==> config.mk <==
export PLATFORM = sky130hd
export DESIGN_NAME = skvt_cell
export DESIGN_NICKNAME = d
export VERILOG_FILES = /design/src/skvt_pkg.sv /design/src/skvt_cell.sv
export SDC_FILE = /design/constraint.sdc
export NUM_CORES = 1
export LEC_CHECK = 0
export ABC_AREA = 1
export BUFFER_PORTS_ARGS = -buffer_cell sky130_fd_sc_hd__buf_2
export CAP_MARGIN = 20
export CORE_AREA = 2 2 163 165
export DETAILED_ROUTE_END_ITERATION = 10
export DIE_AREA = 0 0 165 167
export PLACE_DENSITY = 0.63
export SLEW_MARGIN = 20
export SYNTH_ARGS = -nofsm -noshare
export SYNTH_HDL_FRONTEND = slang
export SYNTH_SLANG_ARGS = --single-unit
==> constraint.sdc <==
create_clock -name clk -period 3.9 [get_ports clk]
set_clock_uncertainty 0.1 [all_clocks]
set_input_delay 0.39 -clock clk [delete_from_list [all_inputs] [get_ports clk]]
set_output_delay 0.39 -clock clk [all_outputs]
set_load 0.01 [all_outputs]
==> src/skvt_pkg.sv <==
// Shared types and codes for the sorted key/value table.
// Used by the channel interfaces, the table cell and the top level.
package skvt_pkg;

  // Fixed field widths of the transaction payloads.
  localparam int unsigned OP_W     = 2;
  localparam int unsigned KEY_W    = 64;
  localparam int unsigned VAL_IN_W = 32;
  localparam int unsigned STATUS_W = 3;
  localparam int unsigned COUNT_W  = 7;

  typedef logic [OP_W-1:0]     op_t;
  typedef logic [KEY_W-1:0]    key_t;
  typedef logic [VAL_IN_W-1:0] val_in_t;
  typedef logic [STATUS_W-1:0] status_t;
  typedef logic [COUNT_W-1:0]  count_out_t;

  // Operation codes.
  localparam op_t OP_INSERT = 2'd0;
  localparam op_t OP_LOOKUP = 2'd1;
  localparam op_t OP_REMOVE = 2'd2;

  // Result status codes.
  localparam status_t STAT_INSERTED  = 3'd0;
  localparam status_t STAT_OVERWROTE = 3'd1;
  localparam status_t STAT_FOUND     = 3'd2;
  localparam status_t STAT_NOT_FOUND = 3'd3;
  localparam status_t STAT_FULL      = 3'd4;

  // Command broadcast from the controller to every cell.
  typedef struct packed {
    logic compare;    // compare the stored key with the broadcast key
    logic insert;     // open a slot at the sorted position and fill it
    logic remove;     // close the slot at the sorted position
    logic overwrite;  // replace the value of the matching entry
  } cell_cmd_t;

endpackage

==> src/skvt_cell.sv <==
// One slot of the sorted table: holds a key and a value, compares against the
// broadcast key and shifts to or from its neighbours. Depends on skvt_pkg.
module skvt_cell #(
  parameter int unsigned VALUE_BITS = 32
) (
  input  logic                  clk,
  input  skvt_pkg::cell_cmd_t   cmd,
  input  skvt_pkg::key_t        bcast_key,
  input  logic [VALUE_BITS-1:0] bcast_value,
  input  logic                  slot_valid,
  input  logic                  prev_lt,
  input  skvt_pkg::key_t        prev_key,
  input  logic [VALUE_BITS-1:0] prev_value,
  input  skvt_pkg::key_t        next_key,
  input  logic [VALUE_BITS-1:0] next_value,
  output skvt_pkg::key_t        key_q,
  output logic [VALUE_BITS-1:0] value_q,
  output logic                  lt_q,
  output logic                  eq_q,
  output logic [VALUE_BITS-1:0] hit_value_q
);
  import skvt_pkg::*;

  key_t                  key_r;
  logic [VALUE_BITS-1:0] value_r;
  logic                  lt_r;
  logic                  eq_r;
  logic [VALUE_BITS-1:0] hit_value_r;
  logic                  match;

  assign match = slot_valid && (key_r == bcast_key);

  // Compare results are held for the update cycle that follows.
  always_ff @(posedge clk) begin
    if (cmd.compare) begin
      lt_r        <= slot_valid && (key_r < bcast_key);
      eq_r        <= match;
      hit_value_r <= match ? value_r : '0;
    end
  end

  // Slot contents on insert: cells below the sorted position keep their entry,
  // the cell at the position takes the new pair and the cells above it shift.
  always_ff @(posedge clk) begin
    if (cmd.insert && !lt_r) begin
      if (prev_lt) begin
        key_r   <= bcast_key;
        value_r <= bcast_value;
      end else begin
        key_r   <= prev_key;
        value_r <= prev_value;
      end
    end else if (cmd.remove && !lt_r) begin
      key_r   <= next_key;
      value_r <= next_value;
    end else if (cmd.overwrite && eq_r) begin
      value_r <= bcast_value;
    end
  end

  assign key_q       = key_r;
  assign value_q     = value_r;
  assign lt_q        = lt_r;
  assign eq_q        = eq_r;
  assign hit_value_q = hit_value_r;

endmodule

Yosys cells after proc, flatten, opt, wreduce, memory -nomap -nowiden
Cells that the tools add are included.
Storage, ports and cells
  flip-flop bits (word level): 130
  bits of input ports: 295
  output and inout bits: 130
  logic and storage cells: 22
Cells by class
  magnitude comparators: 1
  equal/unequal tests: 1
  mux-type cells: 7
  reductions and logical operators: 8
Operators by type and width (count)
  64-bit two-way mux: 3
  32-bit two-way mux: 4
  64-bit == test: 1
  64-bit less-than comparator: 1
  1-bit logical AND: 5
  3-bit nonzero test: 1
  2-bit nonzero test: 1
  1-bit zero test: 1

Longest topological paths before layout
Gate-level depths: netlist of the first run.
  depth after elaboration: 4
  depth in mapped cells: 14
  depth with buffers taken out: 14

Worst setup path before layout of the first run
OpenSTA, ideal clock, no wires.
  path type: reg2reg
  start point: reg lt_r, in the netlist lt_q
  end point: reg key_r[0], in the netlist key_q[0], enable pin
  data arrival time: 2.190 ns
  required time: 3.110 ns
  setup slack: 0.920 ns
  stages on the path, launching flop included: 6
  path buffers: 2
  cell sequence: edfxtp_1 > clkinv_1 > nand2_1 > buf_2 > clkbuf_2 > nand2_1
On the way
  word-level cells in the longest chain between the ends: 3
  elaborated cells on any way between the ends: 4
Ends and longest elaborated chain
  start, declared: line skvt_cell.sv:26  | logic lt_r;
  start signal, assigned: line skvt_cell.sv:36  | lt_r <= slot_valid && (key_r < bcast_key);
  1-bit zero test (*): line skvt_cell.sv:45, skvt_cell.sv:53
  1-bit logical AND (on tied branches): line skvt_cell.sv:45, skvt_cell.sv:53
  2-bit nonzero test (no source line) (*)
  end signal, assigned: line skvt_cell.sv:47  | key_r <= bcast_key;
  end signal, assigned: line skvt_cell.sv:50  | key_r <= prev_key;
  end signal, assigned: line skvt_cell.sv:54  | key_r <= next_key;
  end, declared: line skvt_cell.sv:24  | key_t key_r;
Mark *: on every way between the ends. The rest lies on a longest branch, timed or not.
A chain may end at the register's enable or synchronous reset.

Worst setup path after layout of the first run
  start point: reg lt_r, in the netlist lt_q
  end point: reg value_r[24], in the netlist value_q[24], data pin
On the way
  word-level cells in the longest chain between the ends: 4
  elaborated cells on any way between the ends: 5
Ends and longest elaborated chain
  1-bit zero test (*): line skvt_cell.sv:45, skvt_cell.sv:53
  1-bit logical AND: line skvt_cell.sv:53  | end else if (cmd.remove && !lt_r) begin
  32-bit two-way mux: line skvt_cell.sv:53
  32-bit two-way mux (*): line skvt_cell.sv:45  | if (cmd.insert && !lt_r) begin
  end signal, assigned: line skvt_cell.sv:48  | value_r <= bcast_value;
  end signal, assigned: line skvt_cell.sv:55  | value_r <= next_value;
  end signal, assigned: line skvt_cell.sv:57  | value_r <= bcast_value;
  end, declared: line skvt_cell.sv:25  | logic [VALUE_BITS-1:0] value_r;
Marks and branches as above.

==> impl_results.md, run 1 <==
- Status: completed
- Core box area: 25800 um2
- Syn Area/Cell: 8.93 um2
- RSZ-0062 raised after global routing: false
- Placed insts: 1634
- Mux share of post-synthesis cell area: 0%
- Simple-gate share of the synthesized area: 17.7%
- Ratio of cells with drive above 1 in the final layout: 37.9%
- Worst slew pin tran: 1.12 ns
- Minimum clock period: 2.53 ns
- P per Cell Area: 397 nW/um2
- CP Class: flip-flop to flip-flop
- Compound-Gate Fraction of Synth Area: 18.5%
- CTS buffer count: 17
- Total Wirelength: 29500 um
- Vias post-DR: 8436
- Max VDD drop: 267 uV
- Slew Viols, Final: 0
- CTS resizes: 0
- Global-route wire length before repair: approximately 44000 um
- Most common cell after layout, fill and taps aside: buf_2
- Hold Vio Cnt, Final: 0
- Die width: 165 um
- Required time worst endpoint: between 4 and 5 ns
- P&R area growth vs syn: 36.1%
- Total grt overflow: 0
- TritonCTS Sinks: 130
- Final Non-Filler Cells: 1666
- Post-CTS Setup Bufs: 0
- Post-Syn Instances: a little over 900
- Crit path buf inv count: 3
- Min-delay src: next_key[19]
- Setup violators final: 0
- Avg WL per Cell: 17.7 um
- Ys async rst share: 0%
- Post-Synth Adder-Cell Area: 9.72%
- Largest net degree at the start of global routing: 97
- TNS Setup: 0 ns
- Critical Path End Type: flip-flop
- Slew headroom: 25.5%
- Clock transition at path regs: 0.07 ns
- Mapped Area: roughly 8000 um2
- Ordered cell list for the critical path: clkinv_1 > nand2_4 > clkinv_2 > buf_4 > o21ai_0 > o22ai_1
- CP max-delay cell: buf_4
- Pre-Repair DR Iteration Count: 6
- Delay-heaviest family, CP: buffers and inverters
- Area share of xor/xnor cells in the synthesized design: 0%
- Synthesized Nets: around 1.3k
- Register area share after synthesis: between 40% and 50%
- Root Buffer: clkbuf_16
- Gr usage total: 20.9%
- Fillers: 2582
- DR DRC count: 0
- Leakage power: between 5 and 6 nW
- CTS tree: yes
- Rows: 59
- CP Launch Type: flip-flop
- H-Tree Depth: 4
- Largest family of logic cells by synthesized area: compound AO/OA/AOI/OAI gates
- Reg-to-Reg Start: lt_q
- DP HPWL: 22000 um
- Ports: about 430
- Initial antenna violation count: 1
- Port buffer count: 424
- Clock Latency Late Sink: around 0.42 ns
- Fin crit share: between 60% and 70%
- Yosys Warn Count: 0
- Cell variety after synth: 30
- CP max stage delay: 0.78 ns
- Vias in the first global route: 8141
- DR iter-0 viols: 832
- Initial Util: between 30% and 40%
- WP data arrival: 2.69 ns
- CTS Hold Bufs: 0
- GPL Wtd Cong: 0.883
- Top_reg_cell synth: edfxtp_1
- Max Cap Viol: 0
- Crit path max fanout: 96
- Via/cell ratio: 5.06
- Final net count: roughly 1.7k
- Number of synthesized register bits: 130
- Antenna Violating Nets Remaining: 0
- Post-synth EDFFs: 130
- Antenna diodes: 0
- Max frequency: a little under 400 MHz
- Clock tree buffer depth: 2
- Die height: ~170 um
- Commonest non-fill, non-tap cells in the layout: 423 x buf_2, 188 x a21oi_1, 130 x edfxtp_1, 129 x nand2_1, 114 x nor2_1
- Die area: 27600 um2
- Worst Setup SP: lt_q
- Worst Hold Class: input pin to flip-flop
==> where the power goes <==
group          internal [mW]  switching, mW  total, mW
Clock                  0.910          0.725       1.63
Combinational          0.408          0.601       1.01
Sequential              1.73         0.0790       1.81
Total                   3.05           1.40       4.45
==> synth_stat cells, types with 3 or more instances <==
| cell | instances | area (um2) |
|---|---|---|
| clkbuf_1 | 40 | 150 |
| nand3_1 | 6 | 30.0 |
| a21oi_1 | 188 | 941 |
| o21a_1 | 3 | 22.5 |
| buf_6 | 3 | 33.8 |
| nand2_1 | 131 | 492 |
| nor3b_2 | 29 | 363 |
| o22ai_1 | 32 | 200 |
| ha_1 | 64 | 801 |
| nand4_1 | 5 | 31.3 |
| edfxtp_1 | 130 | 3900 |
| nor3b_1 | 3 | 22.5 |
| inv_1 | 78 | 293 |
| o21ai_0 | 69 | 345 |
| buf_2 | 12 | 60.1 |
| nor2_1 | 114 | 428 |
==> per-stage QoR <==
stage	setup slack, ns	utilization [%]	instance area, um2	hold slack (ns)	total power [mW]
global placement	1.42	41.2	10600	0.471	2.83
floorplan	0.920	-	8240	0.402	2.35
finish	1.37	43.5	11200	0.191	4.45
detailed placement	1.36	41.2	10600	0.482	2.85
global route	1.12	43.5	11200	0.181	4.67
CTS	1.36	43.5	11200	0.169	4.49
==> worst reg2reg max path: stages (launching register included) <==
cell	delay, ns
edfxtp_1	0.39
clkinv_1	0.32
nand2_4	0.20
clkinv_2	0.07
buf_4	0.78
o21ai_0	0.26
o22ai_1	0.24
==> metal layers <==
layer  GRT usage (%)  vias to the layer above  share of wire [%]
met5               0                        -                  0
met4            6.47                        0                2.0
met3            3.74                       44                7.5
met2            36.4                      434                 51
met1            26.0                     3925                 40
li1                -                     4033                  -
==> area by class of cell <==
cell class                 count  area, um2  share of cell area (%)
timing repair buffer         433       2200                    19.7
tap                          335        419                    3.74
inverter                      80        303                    2.70
sequential                   130       3900                    34.8
clock buffer                  17        425                    3.79
multi-input combinational    656       3800                    33.9
clock inverter                15        159                    1.42
==> final timing paths <==
| kind | endpoint | slack [ns] | depth (start not counted) |
|---|---|---|---|
| min | key_q[19] | 0.19 | 3 |
| max | value_q[24] | 1.37 | 6 |
| min reg2reg | hit_value_q[13] | 0.50 | 1 |
| max reg2reg | value_q[24] | 1.37 | 6 |
==> registers in the layout (all words and copies together) (netlist names) <==
signal / cells
lt_q: 1
eq_q: 1
key_q: 64
hit_value_q: 32
value_q: 32
==> kinds of logic (layout without fill, tap and decap cells) <==
family / Yosys count / after routing
buffers and inverters: 137 / 545
DFF: 130 / 130
adders and majority gates: 64 / 64
AOI/OAI and AO/OA: 294 / 294
and+or+nand+nor: 298 / 298
No activity file was read; power rests on OpenSTA's default activity.
==> inputs of run 2 (changes only) <==
CORE_AREA = 2 2 166 168   (was 2 2 163 165)
DIE_AREA = 0 0 168 170   (was 0 0 165 167)
clock period = 2.1 ns   (was 3.9 ns; I/O delays follow)
==> run 2 against run 1 <==
Compared with the run above:
- the run now ends with setup timing left
- design area up 5.9%
- clock-buffer cell count unchanged
- critical path depth up 2
- die area up 3.6%
- wire length down 0.48%
- largest cell class is now multi-input combinational cells
- largest power group unchanged
==> impl_results.md, run 2 (synthesis results as in run 1) <==
- Smallest setup slack after layout: -0.0186 ns
- Global-route wire length before repair: 43500 um
- Clock Latency Late Sink: 0.42 ns
- P&R area growth vs syn: 44.1%
- Initial antenna violation count: 1
- GPL Wtd Cong: a little under 0.9
- Ratio of cells with drive above 1 in the final layout: 40.5%
- P per Cell Area: about 710 nW/um2
- Die area: 28600 um2
- CP Launch Type: flip-flop
- Final Non-Filler Cells: 1709
- Die height: 170 um
- Fillers: 2646
- Critical Path End Type: flip-flop
- CTS buffer count: 17
- Logic pwr share: 24.4%
- Clock transition at path regs: 0.07 ns
- Worst Hold Class: input pin to flip-flop
- Worst slew pin tran: 0.433 ns
- Storage cell area: 3900 um2
- Gr usage total: between 10% and 20%
- Ports: 425
- Via/cell ratio: 4.91
- Crit path max fanout: 16
- Vias in the first global route: 8112
- Ordered cell list for the critical path: ha_4 > nand2_2 > nor2_2 > nand4_1 > nor2_4 > nand4_4 > clkbuf_16 > nor3b_2
- Setup violators final: 10
- Core box area: 26700 um2
- Commonest non-fill, non-tap cells in the layout: 423 x buf_2, 187 x a21oi_1, 130 x edfxtp_1, 122 x nand2_1, 110 x nor2_1
- Rows: 60
- Fin util: 44.5%
- Max VDD drop: around 430 uV
- Fin crit share: 101%
- DP HPWL: 22400 um
- H-Tree Depth: 4
- Final net count: approximately 1.7k
- DR DRC count: 0
- Clk pwr share: 35.7%
- Part of the power in registers: 39.9%
- Minimum clock period: 2.12 ns
- DR iter-0 viols: 484
- Placed insts: around 1.7k
- Vias post-DR: 8383
- RSZ-0062 raised after global routing: true
- Total grt overflow: 0
- Leakage power: around 5.5 nW
- Required time worst endpoint: 2.26 ns
- CP max-delay cell: edfxtp_1
- Die width: approximately 170 um
- CTS tree: yes
- Failing checks: setup timing
- Pre-Repair DR Iteration Count: 6
- Slew Viols, Final: 0
- Slew headroom: between 70% and 80%
- Port buffer count: approximately 420
- Switching portion of total power: between 30% and 40%
- Internal power: 5.77 mW
- Total Wirelength: 29400 um
- Most common cell after layout, fill and taps aside: buf_2
- Avg WL per Cell: 17.2 um
- Clock tree buffer depth: 2
- Largest net degree at the start of global routing: between 90 and 100
- Hold Vio Cnt, Final: 0
- WP data arrival: 2.28 ns
- CP max stage delay: approximately 0.44 ns
- CP Class: flip-flop to flip-flop
- Max Cap Viol: 0
- Antenna Violating Nets Remaining: 0
- Status: complete, but fails checks
- TritonCTS Sinks: between 100 and 150
- Max reg flops: 64
- Initial Util: 30.9%
- Root Buffer: clkbuf_16
- Switching power: 2.60 mW
- Max frequency: 472 MHz
- Multi-input logic area: 3950 um2
run 2: cell types whose count changed in the layout (fill, tap and decap cells not counted), moves of 3 or more:
cell           previous run  this run
nor2_2                    1         4
buf_4                     9        21
ha_1                     64        59
dlygate4sd3_1             0        10
nand2_2                   1         8
nor3b_1                   3         0
nand2_1                 129       122
buf_12                    1        12
nor3b_2                  29        32
clkbuf_16                17        20
inv_6                     8         5
nor2_1                  114       110
ha_4                      0         5
run 2: metrics by stage:
step	cell area, um2	setup WS [ns]	total power, mW	hold WS, ns	setup TNS, ns
2_1_floorplan	8260	0.0664	4.37	0.222	0
3_3_place_gp	10900	0.0325	5.35	0.429	0
3_5_place_dp	10900	-0.0403	5.37	0.434	-0.101
4_1_cts	11600	0.00216	8.42	0.00102	0
5_1_grt	11900	-0.127	8.83	0.0144	-3.35
6_report	11900	-0.0186	8.37	0.0254	-0.101
run 2: critical path, delay by kind of cell (launching register included):
kind / cells / cell delay, ns
adder cells (fa/ha/maj): 1 / 0.30
buffers and inverters: 1 / 0.27
flip-flops: 1 / 0.44
AND/OR/NAND/NOR: 6 / 0.85
run 2: power by group through the flow:
stage	sequential (mW)	combinational [mW]	clock [mW]
after global routing	3.38	2.28	3.18
after CTS	3.34	2.01	3.08
after global placement	3.38	1.97	0
final	3.34	2.04	2.99
after detailed placement	3.40	1.97	0
after floorplan	3.51	0.862	0
run 2: metal layers:
metal	wire length [um]	global-route usage (%)	part of all wire (%)
met5	0	0	0
met4	690	6.65	2.3
met3	1880	4.16	6.4
met2	15000	35.4	51
met1	11900	23.0	40
run 2: final timing paths:
kind                startpoint               to  slack, ns  cells past startpoint
setup reg to reg     key_q[23]  hit_value_q[10]      -0.02                      8
hold / removal    next_key[16]        key_q[16]       0.03                      3
hold reg to reg    value_q[11]  hit_value_q[11]       0.49                      1
setup / recovery     key_q[23]  hit_value_q[10]      -0.02                      8
run 2: what timing repair did:
action / 4_1_cts / 5_1_grt
setup endpoints to repair: 31 / 33
endpoints found under the hold margin: 10 / 0
buffers inserted: 0 / 5
hold buffers: 10 / 0
cloned: 0 / 3
resized for setup: 4 / 21
run 2: final cells by class:
class                      instances  share of cell area, %
clock inverter                    15                   1.42
clock buffer                      17                   3.58
timing repair buffer             469                   22.7
antenna                            1                 0.0211
sequential                       130                   32.9
multi-input combinational        656                   33.3
tap                              341                   3.59
inverter                          80                   2.55
==> inputs of run 3 (changes only) <==
ABC_AREA = unset   (was 1)
CAP_MARGIN = 0   (was 20)
CORE_AREA = 2 2 163 165   (was 2 2 166 168)
DIE_AREA = 0 0 165 167   (was 0 0 168 170)
PLACE_DENSITY = 0.6   (was 0.63)
clock period = 2.4 ns   (was 2.1 ns; I/O delays follow)
==> run 3 against run 2 <==
Compared with the run above:
- the flow finishes with violations (DRC, setup timing)
- worst setup slack lost 0.075 ns
- global-route usage down 1.1 points
- core utilization fell by 0.22 points
- cell count down 11%
- total power is 17% lower
- die area decreased by 3.5%
- via count fell by 13%
- sequential power is 13% lower
- clock-buffer cell count unchanged
- non-clock buffer count increased by 29
- combinational power fell by 25%
- synthesized cell count decreased by 25%
- critical endpoint is now hit_value_q[22]
- largest power group unchanged
- highest routed layer is now met5
==> impl_results.md, run 3 <==
- CP Launch Type: flip-flop
- RSZ-0062 raised after global routing: true
- Worst Setup SP: key_q[49]
- Worst setup path endpoint: hit_value_q[22]
- Vias in the first global route: 7040
- CTS tree: yes
- Top cells by count, synth: 130 x edfxtp_1, 98 x inv_1, 77 x nand2_1
- Total Wirelength: 26400 um
- Vias post-DR: roughly 7.3k
- Most numerous cell in the Yosys netlist: edfxtp_1
- Placed Area: 10300 um2
- Final net count: ~1.5k
- Core box area: 25800 um2
- Most common cell after layout, fill and taps aside: buf_2
- Worst Hold Class: input pin to flip-flop
- Worst hold slack: 0.0225 ns
- Critical Path End Type: flip-flop
- Area contributors post-synth: edfxtp_1 51%, ha_1 11%, mux2i_1 8.4%
- P&R area growth vs syn: 50.4%
- Clock transition at path regs: 0.07 ns
- Slew headroom: roughly 43%
- Leakage power: 5.68 nW
- Ys async rst share: 0%
- Via/cell ratio: 4.75
- WP data arrival: ~2.7 ns
- Pwr Total: 6.93 mW
- R2r worst-path depth: 8
- Hold Vio Cnt, Final: 0
- Clock Latency Late Sink: 0.41 ns
- Commonest non-fill, non-tap cells in the layout: 423 x buf_2, 130 x edfxtp_1, 98 x inv_1, 77 x nand2_1, 72 x o21ai_0
- R2R Setup Slk: -0.09 ns
- Post-route cell area: 11400 um2
- Minimum clock period: ~2.5 ns
- Clock tree buffer depth: 2
- Total grt overflow: 0
- Syn Area/Cell: about 11 um2
- Die height: 167 um
- Pre-Repair DR Iteration Count: 11
- Ratio of cells with drive above 1 in the final layout: 42.6%
- Die area: 27600 um2
- Root Buffer: clkbuf_16
- Die width: about 170 um
- Max frequency: 401 MHz
- P per Cell Area: 607 nW/um2
- CTS buffer count: 17
- Port buffer count: 424
- Required time worst endpoint: 2.58 ns
- Fin crit share: 104%
- Avg WL per Cell: 17.3 um
- Global-route wire length before repair: 38600 um
- Failing checks: DRC, setup timing
- Status: complete, but fails checks
- Register area share after synthesis: between 50% and 60%
- Number of synthesized register bits: 130
- DP HPWL: roughly 21000 um
- Initial Util: between 20 and 30%
- Reg-to-Reg Start: key_q[49]
- Top_reg_cell synth: edfxtp_1
- CP Class: flip-flop to flip-flop
- Post-Syn Instances: 690
- Largest net degree at the start of global routing: 65
- Gr usage total: 18.5%
- Cell variety after synth: 40
- Crit path max fanout: 16
- Share of the synthesized area in the top cell type: 51.4%
- Smallest setup slack after layout: -0.0935 ns
- Cell taking the most area after synthesis: edfxtp_1
- Worst Setup Slack post-DPL: -0.436 ns
- H-Tree Depth: 4
- DR DRC count: 16
- Post-synth EDFFs: 130
- RR Endpoint: hit_value_q[22]
- Mapped Area: 7590 um2
- Slew Viols, Final: 0
- GPL Wtd Cong: 0.871
- Max reg flops: 64
- TritonCTS Sinks: 130
- Setup violators final: 33
- Rows: between 50 and 60
- Antenna Violating Nets Remaining: 0
- Yosys Warn Count: 0
- Max VDD drop: roughly 420 uV
- Max Cap Viol: 0
- Synthesized Nets: 1049
- DR iter-0 viols: 684
- Initial antenna violation count: 7
- Worst slew pin tran: 0.858 ns
- Ports: 425
==> run 3: worst max-delay path: stages (launching register included) <==
cell and delay [ns]:
edfxtp_1 0.43, ha_4 0.29, nand4_1 0.18, nor4_4 0.42, nand3_2 0.19, nor4_4 0.29, buf_6 0.16, clkbuf_16 0.17
and2_1 0.13
==> run 3: cells by family (layout without fill, tap and decap cells) <==
family / Yosys count / count (layout) / share of synthesized area (%)
adder cells (fa/ha/maj): 64 / 64 / 10.5
other: 0 / 5 / 0
multiplexers: 64 / 64 / 8.43
AO/OA/AOI/OAI: 149 / 149 / 12.5
buffers and inverters: 131 / 628 / 6.79
flip-flops: 130 / 130 / 51.4
AND/OR/NAND/NOR: 152 / 152 / 10.3
==> run 3: through the flow <==
stage	utilization, %	instances	setup TNS [ns]
CTS	43.8	1517	-3.82
detailed placement	39.9	1443	-3.73
floorplan	-	690	-10.94
finish	44.3	1527	-2.34
global placement	39.9	1443	-1.66
global route	44.3	1527	-8.13
==> run 3: final cells by class <==
type | count | area [um2]
Timing Repair Buffer | 498 | 2870
Sequential cell | 130 | 3900
Tap cell | 335 | 419
Multi-Input combinational cell | 429 | 3280
Antenna cell | 5 | 12.5
Fill cell | 2523 | 14300
Clock buffer | 17 | 425
Clock inverter | 15 | 140
Inverter | 98 | 368
==> run 3: worst min path at each step <==
stage | startpoint | end | slack [ns] | depth (start not counted)
global placement | next_key[23] | key_q[23] | 0.42 | 3
global route | prev_value[8] | value_q[8] | 0.007 | 3
finish | next_key[46] | key_q[46] | 0.02 | 3
floorplan | cmd[3] | eq_q | 0.25 | 0
detailed placement | next_key[36] | key_q[36] | 0.42 | 3
CTS | next_key[41] | key_q[41] | 0.0002 | 3
==> run 3: what timing repair did <==
item	CTS	global route
buffers inserted	0	4
hold buffers	42	0
hold endpoints to repair	42	0
endpoints found under the setup margin	34	34
cloned	0	1
pin swaps	1	4
gates resized for setup	3	7
==> run 3: layer usage <==
metal | global-route usage [%] | share of wire, % | vias up | routed length [um]
met2 | 31.0 | 49 | 302 | 13000
met4 | 6.73 | 2.5 | 4 | 664
met1 | 23.3 | 42 | 3393 | 11100
met3 | 3.91 | 6.3 | 46 | 1670
met5 | 0 | 0.10 | - | 27
li1 | - | - | 3512 | -
==> run 3: power by group <==
| part | leakage (nW) | switching (mW) | total, mW | internal (mW) |
|---|---|---|---|---|
| clock network | 0.274 | 1.13 | 2.51 | 1.37 |
| logic | 4.13 | 0.826 | 1.54 | 0.709 |
| registers | 1.27 | 0.109 | 2.89 | 2.78 |
| total | 5.68 | 2.07 | 6.93 | 4.86 |
